### src/hdl/cpp_pkg.sv
package cpp_pkg;

    localparam int NUM_VERBS     = 6;
    localparam int VERB_CHARS    = 9;
    localparam int MAX_DIGITS    = 10;

    localparam logic [3:0]  TOKEN_LEN_SAT = 4'd10;
    localparam logic [3:0]  DIGIT_SAT     = 4'd11;
    localparam logic [16:0] COUNT_SAT     = 17'h1FFFF;

    localparam logic [7:0] CHAR_SPACE     = 8'h20;
    localparam logic [7:0] CHAR_PRINT_LO  = 8'h21;
    localparam logic [7:0] CHAR_PRINT_HI  = 8'h7E;
    localparam logic [7:0] CHAR_DIGIT_LO  = 8'h30;
    localparam logic [7:0] CHAR_DIGIT_HI  = 8'h39;

    typedef logic [2:0] verb_t;
    localparam verb_t VERB_UNKNOWN   = 3'd0;
    localparam verb_t VERB_STATUS    = 3'd1;
    localparam verb_t VERB_LEASE     = 3'd2;
    localparam verb_t VERB_HEARTBEAT = 3'd3;
    localparam verb_t VERB_ARM       = 3'd4;
    localparam verb_t VERB_DISARM    = 3'd5;
    localparam verb_t VERB_RELEASE   = 3'd6;

    typedef logic [1:0] cfg_index_t;
    localparam cfg_index_t CFG_MIN_LEASE   = 2'd0;
    localparam cfg_index_t CFG_MAX_LEASE   = 2'd1;
    localparam cfg_index_t CFG_MAX_PAYLOAD = 2'd2;

    // verb text, space padded to VERB_CHARS
    localparam logic [8*VERB_CHARS-1:0] VERB_TEXT [NUM_VERBS] = '{
        "STATUS   ", "LEASE    ", "HEARTBEAT", "ARM      ", "DISARM   ", "RELEASE  "
    };
    localparam logic [3:0] VERB_LEN [NUM_VERBS] = '{
        4'd6, 4'd5, 4'd9, 4'd3, 4'd6, 4'd7
    };

    typedef struct packed {
        logic [31:0] min_lease_ms;
        logic [31:0] max_lease_ms;
        logic [15:0] max_payload_len;
    } cpp_cfg_t;

    // parse state, also the snapshot handed to the result stage
    typedef struct packed {
        logic [16:0] byte_count;
        logic        in_second_token;
        logic        first_token_bad;
        logic [5:0]  verb_candidates;
        logic [3:0]  first_token_length;
        logic        second_token_bad;
        logic [3:0]  digit_count;
        logic [31:0] lease_accumulator;
    } cpp_state_t;

    localparam cpp_state_t STATE_CLEAR = '{
        byte_count:         '0,
        in_second_token:    1'b0,
        first_token_bad:    1'b0,
        verb_candidates:    6'h3F,
        first_token_length: '0,
        second_token_bad:   1'b0,
        digit_count:        '0,
        lease_accumulator:  '0
    };

    function automatic logic [7:0] verb_char(input int idx, input logic [3:0] pos);
        int p;
        p = int'(pos);
        if (p < VERB_CHARS)
            return VERB_TEXT[idx][8*(VERB_CHARS-1-p) +: 8];
        else
            return 8'h00;
    endfunction

endpackage

### src/hdl/cpp_if.sv
interface cpp_byte_if;
    logic       valid;
    logic       ready;
    logic [7:0] data_byte;
    logic       last;

    modport source (output valid, output data_byte, output last, input ready);
    modport sink   (input valid, input data_byte, input last, output ready);
endinterface

interface cpp_result_if;
    logic                valid;
    logic                ready;
    cpp_pkg::verb_t      verb;
    logic                well_formed;
    logic                lease_given;
    logic [31:0]         lease_ms;

    modport source (output valid, output verb, output well_formed, output lease_given,
                    output lease_ms, input ready);
    modport sink   (input valid, input verb, input well_formed, input lease_given,
                    input lease_ms, output ready);
endinterface

interface cpp_cfg_if;
    logic                  valid;
    logic                  ready;
    cpp_pkg::cfg_index_t   index;
    logic [31:0]           data;

    modport source (output valid, output index, output data, input ready);
    modport sink   (input valid, input index, input data, output ready);
endinterface

### src/hdl/cpp_cfg.sv
module cpp_cfg (
    input  logic              clk,
    input  logic              rst_n,
    cpp_cfg_if.sink           cfg,
    output cpp_pkg::cpp_cfg_t regs
);
    import cpp_pkg::*;

    cpp_cfg_t regs_reg;

    assign cfg.ready = 1'b1;
    assign regs      = regs_reg;

    always_ff @(posedge clk or negedge rst_n)
    begin
        if (!rst_n)
        begin
            regs_reg.min_lease_ms    <= 32'd1000;
            regs_reg.max_lease_ms    <= 32'd300000;
            regs_reg.max_payload_len <= 16'd4096;
        end
        else if (cfg.valid)
        begin
            unique case (cfg.index)
                CFG_MIN_LEASE:   regs_reg.min_lease_ms    <= cfg.data;
                CFG_MAX_LEASE:   regs_reg.max_lease_ms    <= cfg.data;
                CFG_MAX_PAYLOAD: regs_reg.max_payload_len <= cfg.data[15:0];
                default:         ;
            endcase
        end
    end

endmodule

### src/hdl/cpp_scan.sv
module cpp_scan (
    input  logic                clk,
    input  logic                rst_n,
    cpp_byte_if.sink            byte_in,
    input  logic                load_ok,
    output logic                snap_valid,
    output cpp_pkg::cpp_state_t snap
);
    import cpp_pkg::*;

    cpp_state_t state_reg, state_next;
    cpp_state_t snap_reg;
    logic       snap_valid_reg;
    logic       accept;
    logic [7:0] b;
    logic [35:0] acc_times_ten;
    logic [35:0] acc_sum;
    logic       is_digit;

    assign byte_in.ready = !snap_valid_reg || load_ok;
    assign accept        = byte_in.valid && byte_in.ready;
    assign snap_valid    = snap_valid_reg;
    assign snap          = snap_reg;
    assign b             = byte_in.data_byte;

    assign is_digit      = (b >= CHAR_DIGIT_LO) && (b <= CHAR_DIGIT_HI);
    assign acc_times_ten = ({4'b0, state_reg.lease_accumulator} << 3)
                         + ({4'b0, state_reg.lease_accumulator} << 1);
    assign acc_sum       = acc_times_ten + {32'b0, b[3:0]};

    always_comb
    begin
        state_next = state_reg;
        if (state_reg.byte_count != COUNT_SAT)
            state_next.byte_count = state_reg.byte_count + 17'd1;

        if (state_reg.in_second_token)
        begin
            if (b == CHAR_SPACE)
                state_next.second_token_bad = 1'b1;
            else
            begin
                if (!is_digit)
                    state_next.second_token_bad = 1'b1;
                else
                begin
                    if (acc_sum[35:32] != 4'd0)
                        state_next.second_token_bad = 1'b1;
                    state_next.lease_accumulator = acc_sum[31:0];
                end
                if (state_reg.digit_count != DIGIT_SAT)
                    state_next.digit_count = state_reg.digit_count + 4'd1;
            end
        end
        else if (b == CHAR_SPACE)
        begin
            if (state_reg.first_token_length == 4'd0)
                state_next.first_token_bad = 1'b1;
            state_next.in_second_token = 1'b1;
        end
        else
        begin
            if (b < CHAR_PRINT_LO || b > CHAR_PRINT_HI)
                state_next.first_token_bad = 1'b1;
            for (int i = 0; i < NUM_VERBS; i++)
            begin
                if (!(state_reg.first_token_length < VERB_LEN[i]
                      && verb_char(i, state_reg.first_token_length) == b))
                    state_next.verb_candidates[i] = 1'b0;
            end
            if (state_reg.first_token_length != TOKEN_LEN_SAT)
                state_next.first_token_length = state_reg.first_token_length + 4'd1;
        end
    end

    always_ff @(posedge clk or negedge rst_n)
    begin
        if (!rst_n)
        begin
            state_reg      <= STATE_CLEAR;
            snap_valid_reg <= 1'b0;
        end
        else
        begin
            if (snap_valid_reg && load_ok)
                snap_valid_reg <= 1'b0;
            if (accept)
            begin
                if (byte_in.last)
                begin
                    state_reg      <= STATE_CLEAR;
                    snap_valid_reg <= 1'b1;
                end
                else
                    state_reg <= state_next;
            end
        end
    end

    always_ff @(posedge clk)
    begin
        if (accept && byte_in.last)
            snap_reg <= state_next;
    end

endmodule

### src/hdl/cpp_result.sv
module cpp_result (
    input  logic                clk,
    input  logic                rst_n,
    input  cpp_pkg::cpp_cfg_t   regs,
    input  logic                snap_valid,
    input  cpp_pkg::cpp_state_t snap,
    output logic                load_ok,
    cpp_result_if.source        result_out
);
    import cpp_pkg::*;

    logic        valid_reg;
    verb_t       verb_reg, verb_next;
    logic        wf_reg, wf_next;
    logic        given_reg, given_next;
    logic [31:0] ms_reg, ms_next;
    verb_t       matched;
    logic        length_ok;
    logic        value_verb;
    logic        digits_ok;

    assign load_ok = !valid_reg || result_out.ready;

    assign result_out.valid       = valid_reg;
    assign result_out.verb        = verb_reg;
    assign result_out.well_formed = wf_reg;
    assign result_out.lease_given = given_reg;
    assign result_out.lease_ms    = ms_reg;

    // lowest verb index wins
    always_comb
    begin
        matched = VERB_UNKNOWN;
        for (int i = NUM_VERBS - 1; i >= 0; i--)
        begin
            if (snap.verb_candidates[i] && snap.first_token_length == VERB_LEN[i])
                matched = 3'(i + 1);
        end
    end

    assign length_ok  = snap.byte_count <= {1'b0, regs.max_payload_len};
    assign value_verb = (matched == VERB_LEASE) || (matched == VERB_HEARTBEAT)
                     || (matched == VERB_ARM);
    assign digits_ok  = (snap.digit_count != 4'd0)
                     && (snap.digit_count <= 4'(MAX_DIGITS));

    always_comb
    begin
        verb_next  = VERB_UNKNOWN;
        wf_next    = 1'b0;
        given_next = 1'b0;
        ms_next    = 32'd0;
        if (length_ok && !snap.first_token_bad)
        begin
            if (!snap.in_second_token)
            begin
                verb_next = matched;
                wf_next   = 1'b1;
            end
            else if (value_verb && !snap.second_token_bad && digits_ok)
            begin
                verb_next  = matched;
                wf_next    = 1'b1;
                given_next = 1'b1;
                // min takes precedence when the bounds are inverted
                if (snap.lease_accumulator < regs.min_lease_ms)
                    ms_next = regs.min_lease_ms;
                else if (snap.lease_accumulator > regs.max_lease_ms)
                    ms_next = regs.max_lease_ms;
                else
                    ms_next = snap.lease_accumulator;
            end
        end
    end

    always_ff @(posedge clk or negedge rst_n)
    begin
        if (!rst_n)
            valid_reg <= 1'b0;
        else if (load_ok)
            valid_reg <= snap_valid;
    end

    always_ff @(posedge clk)
    begin
        if (load_ok && snap_valid)
        begin
            verb_reg  <= verb_next;
            wf_reg    <= wf_next;
            given_reg <= given_next;
            ms_reg    <= ms_next;
        end
    end

    a_bad_is_unknown: assert property (@(posedge clk) disable iff (!rst_n)
        valid_reg && !wf_reg |-> verb_reg == VERB_UNKNOWN)
        else $error("malformed result carries a verb");

    a_given_wf: assert property (@(posedge clk) disable iff (!rst_n)
        valid_reg && given_reg |-> wf_reg)
        else $error("lease given on malformed payload");

    a_no_lease_zero: assert property (@(posedge clk) disable iff (!rst_n)
        valid_reg && !given_reg |-> ms_reg == 32'd0)
        else $error("lease_ms nonzero without lease");

    a_given_verb: assert property (@(posedge clk) disable iff (!rst_n)
        valid_reg && given_reg |-> verb_reg == VERB_LEASE || verb_reg == VERB_HEARTBEAT
                                   || verb_reg == VERB_ARM)
        else $error("lease given for verb without value");

    a_load_order: assert property (@(posedge clk) disable iff (!rst_n)
        snap_valid && load_ok |=> valid_reg)
        else $error("snapshot lost on load");

endmodule

### src/hdl/command_payload_parser.sv
// The accepted beat with last loads the snapshot register; the result beat then comes from the output register.
// Throughput: one byte per cycle while the byte channel is not stalled, including back-to-back payloads; a one-deep
// snapshot register sits between the byte scanner and the output register.
// Backpressure on the result channel stalls the byte channel once both fill.
// Reset (rst_n, async, active low) clears parse state, drops pending results and
// loads min_lease_ms 1000, max_lease_ms 300000, max_payload_len 4096.
module command_payload_parser (
    input  logic         clk,
    input  logic         rst_n,
    cpp_byte_if.sink     byte_in,
    cpp_result_if.source result_out,
    cpp_cfg_if.sink      cfg
);
    import cpp_pkg::*;

    cpp_cfg_t   regs;
    cpp_state_t snap;
    logic       snap_valid;
    logic       load_ok;

    cpp_cfg u_cfg (
        .clk   (clk),
        .rst_n (rst_n),
        .cfg   (cfg),
        .regs  (regs)
    );

    cpp_scan u_scan (
        .clk        (clk),
        .rst_n      (rst_n),
        .byte_in    (byte_in),
        .load_ok    (load_ok),
        .snap_valid (snap_valid),
        .snap       (snap)
    );

    cpp_result u_result (
        .clk        (clk),
        .rst_n      (rst_n),
        .regs       (regs),
        .snap_valid (snap_valid),
        .snap       (snap),
        .load_ok    (load_ok),
        .result_out (result_out)
    );

endmodule

### src/flat_wrapper.sv
// flat-port wrapper written by rule: the top's interface ports become plain ports
module command_payload_parser_flat import cpp_pkg::*;
  (clk, rst_n, byte_in_valid, byte_in_data_byte, byte_in_last, byte_in_ready, result_out_valid, result_out_verb, result_out_well_formed, result_out_lease_given, result_out_lease_ms, result_out_ready, cfg_valid, cfg_index, cfg_data, cfg_ready);
  cpp_byte_if byte_in_i ();
  cpp_result_if result_out_i ();
  cpp_cfg_if cfg_i ();
  input  logic clk;
  input  logic rst_n;
  input wire logic [$bits(byte_in_i.valid)-1:0] byte_in_valid;
  input wire logic [$bits(byte_in_i.data_byte)-1:0] byte_in_data_byte;
  input wire logic [$bits(byte_in_i.last)-1:0] byte_in_last;
  output wire logic [$bits(byte_in_i.ready)-1:0] byte_in_ready;
  output wire logic [$bits(result_out_i.valid)-1:0] result_out_valid;
  output wire logic [$bits(result_out_i.verb)-1:0] result_out_verb;
  output wire logic [$bits(result_out_i.well_formed)-1:0] result_out_well_formed;
  output wire logic [$bits(result_out_i.lease_given)-1:0] result_out_lease_given;
  output wire logic [$bits(result_out_i.lease_ms)-1:0] result_out_lease_ms;
  input wire logic [$bits(result_out_i.ready)-1:0] result_out_ready;
  input wire logic [$bits(cfg_i.valid)-1:0] cfg_valid;
  input wire logic [$bits(cfg_i.index)-1:0] cfg_index;
  input wire logic [$bits(cfg_i.data)-1:0] cfg_data;
  output wire logic [$bits(cfg_i.ready)-1:0] cfg_ready;
  assign byte_in_i.valid = byte_in_valid;
  assign byte_in_i.data_byte = byte_in_data_byte;
  assign byte_in_i.last = byte_in_last;
  assign byte_in_ready = byte_in_i.ready;
  assign result_out_valid = result_out_i.valid;
  assign result_out_verb = result_out_i.verb;
  assign result_out_well_formed = result_out_i.well_formed;
  assign result_out_lease_given = result_out_i.lease_given;
  assign result_out_lease_ms = result_out_i.lease_ms;
  assign result_out_i.ready = result_out_ready;
  assign cfg_i.valid = cfg_valid;
  assign cfg_i.index = cfg_index;
  assign cfg_i.data = cfg_data;
  assign cfg_ready = cfg_i.ready;
  command_payload_parser u_core (.clk(clk), .rst_n(rst_n), .byte_in(byte_in_i), .result_out(result_out_i), .cfg(cfg_i));
endmodule
### config.mk
export PLATFORM = sky130hd
export DESIGN_NAME = command_payload_parser_flat
export DESIGN_NICKNAME = d
export VERILOG_FILES = /design/src/hdl/cpp_pkg.sv /design/src/hdl/cpp_if.sv /design/src/hdl/cpp_cfg.sv /design/src/hdl/cpp_scan.sv /design/src/hdl/cpp_result.sv /design/src/hdl/command_payload_parser.sv /design/src/flat_wrapper.sv
export SDC_FILE = /design/constraint.sdc
export NUM_CORES = 1
export LEC_CHECK = 0
export BUFFER_PORTS_ARGS = -buffer_cell sky130_fd_sc_hd__buf_2
export CAP_MARGIN = 25
export CORE_ASPECT_RATIO = 1.1
export CORE_MARGIN = 5
export CORE_UTILIZATION = 53
export CTS_BUF_LIST = sky130_fd_sc_hd__clkbuf_8
export CTS_CLUSTER_SIZE = 10
export DETAILED_ROUTE_END_ITERATION = 10
export PLACE_DENSITY_LB_ADDON = 0.2
export SLEW_MARGIN = 20
export SYNTH_ARGS = -nofsm -noshare
export SYNTH_HDL_FRONTEND = slang
export SYNTH_HIERARCHICAL = 1
export SYNTH_SLANG_ARGS = --single-unit
export TNS_END_PERCENT = 1
### constraint.sdc
create_clock -name clk -period 4.5 [get_ports clk]
set_clock_uncertainty 0.1 [all_clocks]
set_input_delay 0.225 -clock clk [delete_from_list [all_inputs] [get_ports clk]]
set_output_delay 0.225 -clock clk [all_outputs]
set_load 0.05 [all_outputs]
# ---- Yosys cells after proc, flatten, opt, wreduce, memory -nomap -nowiden
# Cells that the tools add are included.
dict set report word_totals {
  register_bits 251
  input_bits 48
  word_cells 164
}
dict set report op_classes {
  eq_ne 20
  add_sub_neg 6
  n_reduce_logical 38
  order_cmp 14
  shifts 6
  muxes 55
}
# cell count
set ops {}
lappend ops {{$shiftx 72x8->8 const A} 6}
lappend ops {{$mux 8} 18}
lappend ops {{$mux 32} 3}
lappend ops {{$mux 66} 1}
lappend ops {{$eq 8x8->1} 6}
lappend ops {{$mux 37} 1}
lappend ops {{$add 35x33->36} 1}
lappend ops {{$add 36x4->36} 1}
lappend ops {{$mux 36} 1}
lappend ops {{$gt 32x32->1} 1}
lappend ops {{$lt 32x32->1} 1}
lappend ops {{$mux 3} 8}
lappend ops {{$logic_and 1x1->1} 20}
lappend ops {{$mux 1} 18}
lappend ops {{$add 17x1->17 const B} 1}
lappend ops {{$le 17x16->1} 1}
lappend ops {{$mux 17} 1}
lappend ops {{$ne 17x17->1 const B} 1}
lappend ops {{$eq 4x3->1 const B} 3}
lappend ops {{$lt 4x3->1 const B} 3}
lappend ops {{$mux 12} 1}
lappend ops {{$mux 10} 1}
lappend ops {{$add 4x1->4 const B} 2}
lappend ops {{$eq 8x6->1 const B} 1}
lappend ops {{other kinds (23)} 38}

# ---- Depth between registers and ports, before layout
# Gate-level depths: netlist of the first run.
dict set report depth {
  word_depth 15
  mapped_depth 14
}

# ---- Cells and area by module
# The synthesis of the first run kept the hierarchy.
# mod n_inst area_per_inst_um2 seq_area_each_um2 cells_each
set modules_own_cells {}
lappend modules_own_cells {cpp_scan 1 9063.7 3666.0 931}
lappend modules_own_cells {cpp_result 1 4063.9 1136.1 455}
lappend modules_own_cells {cpp_cfg 1 3009.1 2020.7 172}

# ---- Least setup slack after synthesis of the first run
# No wires, ideal clock.
dict set report synth_timing {
  kind {register -> register}
  from {register u_core/u_scan/state_reg[0] in the netlist's numbering}
  to {register u_core.u_scan.snap_reg (netlist bit u_core/u_scan/snap[36]), data pin}
  path_stages_with_launch 14
  arrival_ps 2934
  path_slack_ps 1205
  t_required_ps 4139
  cell_sequence {dfrtp_1 -> inv_1 -> fa_1 -> inv_1 -> fa_1 -> a21oi_2 -> o22ai_2 -> o2111ai_2 -> and3_4 -> o211a_4 -> o41ai_4 -> xnor2_1 -> o211ai_2 -> o32a_1}
}
# item line_no
set synth_lines {}
lappend synth_lines {{start: declaration} cpp_scan.sv:11} ;# cpp_state_t state_reg, state_next;
lappend synth_lines {{start signal: assignment} cpp_scan.sv:95} ;# state_reg <= state_next;
lappend synth_lines {{end signal: assignment} cpp_scan.sv:103} ;# snap_reg <= state_next;
lappend synth_lines {{end: declaration} cpp_scan.sv:12} ;# cpp_state_t snap_reg;

==> results of run 1 <==
final timing paths:
path,to,depth (start not counted),slack (ps)
max,u_core/u_scan/snap[41]$_DFFE_PP_,11,940
max reg2reg,u_core/u_scan/snap[41]$_DFFE_PP_,11,940
min reg2reg,u_core/u_result/result_out.valid$_DFFE_PN0N_,1,390
min in group asynchronous,u_core/u_scan/state_reg[30]$_DFFE_PN0P_,2,200
max in group asynchronous,u_core/u_cfg/regs[54]$_DFFE_PN1P_,3,3010
min,u_core/u_scan/snap[47]$_DFFE_PP_,3,110
power by group through the flow:
stage,combinational [mW],clock [mW],sequential (mW)
finish,1.66,2.09,2.78
global route,1.84,2.27,2.81
CTS,1.64,2.16,2.78
detailed placement,1.61,0,2.82
global placement,1.58,0,2.81
floorplan,1.18,0,2.83
kinds of logic after synthesis:
kind of cell | share of synthesized area
DFF | 0.4228
and+or+nand+nor | 0.1136
xor gates and xnor gates | 0.04234
other | 0.0002324
adders and majority gates | 0.1171
AOI/OAI and AO/OA | 0.1630
muxes | 0.09351
buffers and inverters | 0.04745
routing by layer:
layer | vias to the layer above | GRT usage | share of wire
li1 | 5947 | - | -
met1 | 6022 | 0.3111 | 0.44
met2 | 404 | 0.3860 | 0.47
met3 | 87 | 0.03198 | 0.060
met4 | 0 | 0.07232 | 0.026
met5 | - | 0 | 0
metrics by stage:
step	hold WS [ps]	utilization	total power, mW	cells
floorplan	-170.6	-	4.014	1558
global placement	279.0	0.5594	4.390	2006
detailed placement	280.1	0.5594	4.428	2006
CTS	82.04	0.6000	6.578	2120
global route	138.3	0.6000	6.911	2120
finish	113.0	0.6000	6.529	2120
layout make-up:
type	instances	area, µm²
fillers	2543	12100
multi-input cells	1128	8566
flip-flops and latches	251	6823
repair buffers	142	967.2
clock buffers	48	660.6
well taps	414	518.0
inverters	105	394.1
clock inverters	32	230.2
cells in the mapped netlist (26+ instances only):
cell type,number,share of area
mux2i_1,36,0.022
clkbuf_1,35,0.0081
nand3_1,37,0.011
ha_1,147,0.11
inv_1,104,0.024
nor2_1,97,0.023
a22o_1,36,0.020
xor2_1,27,0.015
edfxtp_1,103,0.19
mux2_2,100,0.070
a211oi_1,44,0.020
dfrtp_1,127,0.20
xnor2_1,51,0.028
nand2_1,113,0.026
a21o_1,26,0.012
nand4_1,26,0.010
a21oi_1,78,0.024
o21ai_0,85,0.026
tightest hold or removal path, delay by kind of cell:
family / cells / cell delay [ps]
AOI/OAI and AO/OA: 1 / 170
buffers and inverters: 1 / 130
and+or+nand+nor: 1 / 90
what timing repair did:
item,4_1_cts,5_1_grt
resized for setup,0,0
hold endpoints to repair,153,0
hold buffers,34,0
==> results.yml, run 1 <==
run_status:
  status: "completed"
floorplan:
  die_y_um: 193.0
  io_pins: 88
  die_w_um: 176.4
  start_util: 0.5332
  num_rows: 67
  dieArea_um2: 34040
  core_area_um2: 30260
min_path:
  min_from: "byte_in_data_byte[7]"
  hold_class: "in2reg"
power:
  peakVddDrop_mv: 0.2042
  switching_share: 0.3163
  clockPowerShare: 0.321
  p_leak_nw: 8.285
  p_int_mw: 4.464
  combPwrFrac: 0.254
  seq_power_share: 0.426
  powerDensity_nw_per_um2: 359.5
  p_sw_mw: 2.065
routing:
  first_pass_iters: 7
  route.antenna.remaining_nets: 0
  drc_errors: 0
  wire_per_inst_um: 18.46
  vias: 12460
  first_iter_violations: 914
  viasPerCell: 5.877
  finalWirelength_mm: 39.14
sta:
  relSlewSlack: 0.3565
  max_clock_freq_mhz: 280.9
  slew_violations: 0
  min_period_over_period: 0.7910
  setup_viol: 0
  hold_violations: 0
  rsz0062_at_grt: "false"
  fin_tns_setup_ps: 0
  min_period_ps: 3559
  tightest_slew_ps: 965.2
  setup_ws_ps: 940.5
yosys:
  netlist_instances: 1558
  synth-edff-count: 103
  syn_area_um2: 16140
  syn_nets: 1755
  ys_seq_elements: 251
  avgSynthCellArea_um2: 10.36
  ys_seq_area_frac: 0.4228
  synth.distinct_cells: 95
  synth-main-ff-cell: "dfrtp_1"
  async_flop_share: 0.5896
  ys_warn_count: 6
global_routing:
  grt_overflow_total: 0
  grt_pass1_vias: 12320
  grt_max_degree: 87
  antenna_found_initial: 0
  grt_pass1_wl_mm: 63.65
  grt.total_usage: 0.2296
cts:
  cts.clk_slew.worst_paths_ps: 60
  clk_latency_ps: 550
  cts-root-buf: "clkbuf_8"
  numCtsBuffers: 43
  postCtsSetupRepairBufs: 0
  htree_levels: 2
  cts_num_sinks: 251
  cts_tree: "done"
  clockBufferDepth: 3
setup_path:
  reg2reg_from: "u_core/u_scan/state_reg[37]$_DFFE_PN0P_"
  cpMostUsedCell: "nand2_1"
  crit_family: "simple AND/OR/NAND/NOR gates"
  crit_buf_inv: 1
  cp-start-kind: "flip-flop"
  critPathMaxStageDelay_ps: 670
  cp-end-kind: "flip-flop"
  arrival_ps: 3860
  crit_type: "reg2reg"
  critPathLaunch: "u_core/u_scan/state_reg[37]$_DFFE_PN0P_"
  slowest_stage: "ha_1"
  path_cells: "inv_1, ha_1, nand2_1, nor2_1, nand2_1, a21oi_1, nor2_2, xnor2_1, or4_1, nor3_2, o21a_1"
  critPathRequiredTime_ps: 4800
  cp_max_fo: 20
final_layout:
  antenna_cells: 0
  final_cell_area_um2: 18160
  nets: 1868
  layout_common_cells: "147 x ha_1, 127 x dfrtp_1, 121 x inv_1"
  syn_to_final_growth_pct: 12.53
  final_common_cell: "ha_1"
  largest_reg_flops: 80
  drive_above_1_share: 0.1923
placement:
  pre_cts_slack_ps: 772.5
  gp_congestion: 0.9232
  placed_area_um2: 16930
  io_buffers: 86
  hpwl_mm: 28.08
job:
  drv_cap: 0
(Power assumes the default switching activity.)
==> run 2: changes to the inputs <==
clock period = 3.35 ns   (was 4.5 ns; I/O delays follow)
==> run 2 against run 1 <==
  * Critical path depth rose by 1
  * Cell count rose by 2.0%
  * Flip-flop and latch count did not move
  * Worst hold slack got worse by 82 ps
  * Register-to-register slack got worse by 880 ps
  * Non-clock buffer count rose by 43
  * Design area rose by 1.8%
  * Highest routed layer unchanged
==> results.yml, run 2 (same netlist as run 1, synthesis figures left out) <==
run_status:
  status: "completed"
routing:
  wire_per_inst_um: 18.50
  first_pass_iters: 5
  route.antenna.remaining_nets: 0
  vias: 12470
  drc_errors: 0
  finalWirelength_mm: 40.00
  viasPerCell: 5.769
  first_iter_violations: 827
cts:
  clockBufferDepth: 3
  numCtsBuffers: 43
  htree_levels: 2
  cts_num_sinks: 251
  cts_tree: "done"
  clk_latency_ps: 570
  cts.clk_slew.worst_paths_ps: 60
  cts-root-buf: "clkbuf_8"
final_layout:
  layout_common_cells: "142 x ha_1, 127 x dfrtp_1, 125 x inv_1"
  regArea_um2: 6823
  antenna_cells: 0
  nets: 1911
  syn_to_final_growth_pct: 14.51
  final_common_cell: "ha_1"
  drive_above_1_share: 0.2140
  largest_reg_flops: 80
  fin_util: 0.6106
  fillers: 2504
  multi_input_area_um2: 8646
floorplan:
  start_util: 0.5332
  dieArea_um2: 34040
  core_area_um2: 30260
  io_pins: 88
  die_w_um: 176.4
  die_y_um: 193.0
  num_rows: 67
placement:
  gp_congestion: 0.8936
  io_buffers: 86
  hpwl_mm: 28.06
sta:
  max_clock_freq_mhz: 304.2
  min_period_over_period: 0.9814
  hold_violations: 0
  slew_violations: 0
  tightest_slew_ps: 991.6
  relSlewSlack: 0.3389
  setup_viol: 0
  holdWs_ps: 30.64
  min_period_ps: 3288
  rsz0062_at_grt: "true"
power:
  p_leak_nw: 8.473
  peakVddDrop_mv: 0.2671
  powerDensity_nw_per_um2: 462.1
setup_path:
  critPathMaxStageDelay_ps: 420
  slowest_stage: "dfrtp_1"
  cp-end-kind: "flip-flop"
  cp_max_fo: 4
  path_cells: "ha_1, ha_4, fa_2, a21oi_4, o22ai_2, o2111ai_2, and3_4, o211a_4, o41ai_4, xnor2_1, o211ai_2, o32a_1"
  crit_type: "reg2reg"
  arrival_ps: 3500
  cp-start-kind: "flip-flop"
  worst-r2r-setup-slack_ps: 60
  critPathRequiredTime_ps: 3560
global_routing:
  grt_pass1_vias: 12750
  grt_overflow_total: 0
  grt.total_usage: 0.2349
  antenna_found_initial: 0
  grt_max_degree: 76
  grt_pass1_wl_mm: 64.93
min_path:
  hold_class: "in2reg"
job:
  drv_cap: 0
run 2: changes by cell type in the layout (fill, tap and decap cells not counted), sizes merged:
cell / previous run / this run
bufinv: 3 / 0
clkbuf: 48 / 47
dlygate4sd3: 34 / 37
clkinvlp: 2 / 0
inv: 123 / 129
clkinv: 9 / 8
buf: 108 / 148
run 2: worst paths after layout:
path | startpoint | end | cells past startpoint
max | u_core/u_scan/state_reg[1]$_DFFE_PN0P_ | u_core/u_scan/snap[36]$_DFFE_PP_ | 12
min | byte_in_valid | u_core/u_scan/state_reg[53]$_DFFE_PN0P_ | 5
max reg2reg | u_core/u_scan/state_reg[1]$_DFFE_PN0P_ | u_core/u_scan/snap[36]$_DFFE_PP_ | 12
min reg2reg | u_core/u_scan/snap_valid$_DFF_PN0_ | u_core/u_result/result_out.valid$_DFFE_PN0N_ | 1
max in group asynchronous | rst_n | u_core/u_cfg/regs[34]$_DFFE_PN1P_ | 3
min in group asynchronous | rst_n | u_core/u_scan/state_reg[26]$_DFFE_PN0P_ | 2
run 2: final cells by class:
| type | instances | share of cell area |
|---|---|---|
| Clock buffer | 47 | 0.03501 |
| Multi-Input combinational cell | 1128 | 0.4679 |
| Inverter | 105 | 0.02133 |
| Tap cell | 414 | 0.02803 |
| Clock inverter | 32 | 0.006907 |
| Sequential cell | 251 | 0.3692 |
| Timing Repair Buffer | 185 | 0.07157 |
run 2: routing by layer:
metal / wire (µm) / track usage
met1: 17990 / 0.3111
met4: 864 / 0.06637
met2: 19260 / 0.4058
met3: 1884 / 0.03452
met5: 0 / 0
run 2: per-stage QoR:
stage               worst slack (ps)  TNS, ps  instance area [µm²]  power [mW]  cells
floorplan                      54.74        0                16140       5.395   1558
global route                  -65.40   -159.8                18480       9.041   2162
detailed placement            -154.5   -306.9                17220       5.998   2041
finish                         62.45        0                18480       8.539   2162
global placement              -76.88   -110.8                17220       5.946   2041
CTS                           -65.38   -65.38                18430       8.595   2161
run 2: worst max-delay path: cells and delay by family, from the launching register on:
kind | cells | cell delay [ps]
fa+ha+maj | 3 | 920
compound gates | 7 | 1150
flops | 1 | 420
simple gates | 1 | 230
xor+xnor | 1 | 200
run 2: report_power, final:
| part | internal, mW | switching (mW) |
|---|---|---|
| Combinational | 0.955 | 1.32 |
| Clock | 1.29 | 1.24 |
| Sequential | 3.52 | 0.210 |
run 2: what timing repair did:
action / 4_1_cts / 5_1_grt
gates resized for setup: 9 / 9
setup buffers: 5 / 1
pin swaps: 11 / 8
hold buffers: 37 / 0
setup endpoints to repair: 4 / 10
hold endpoints to repair: 148 / 0
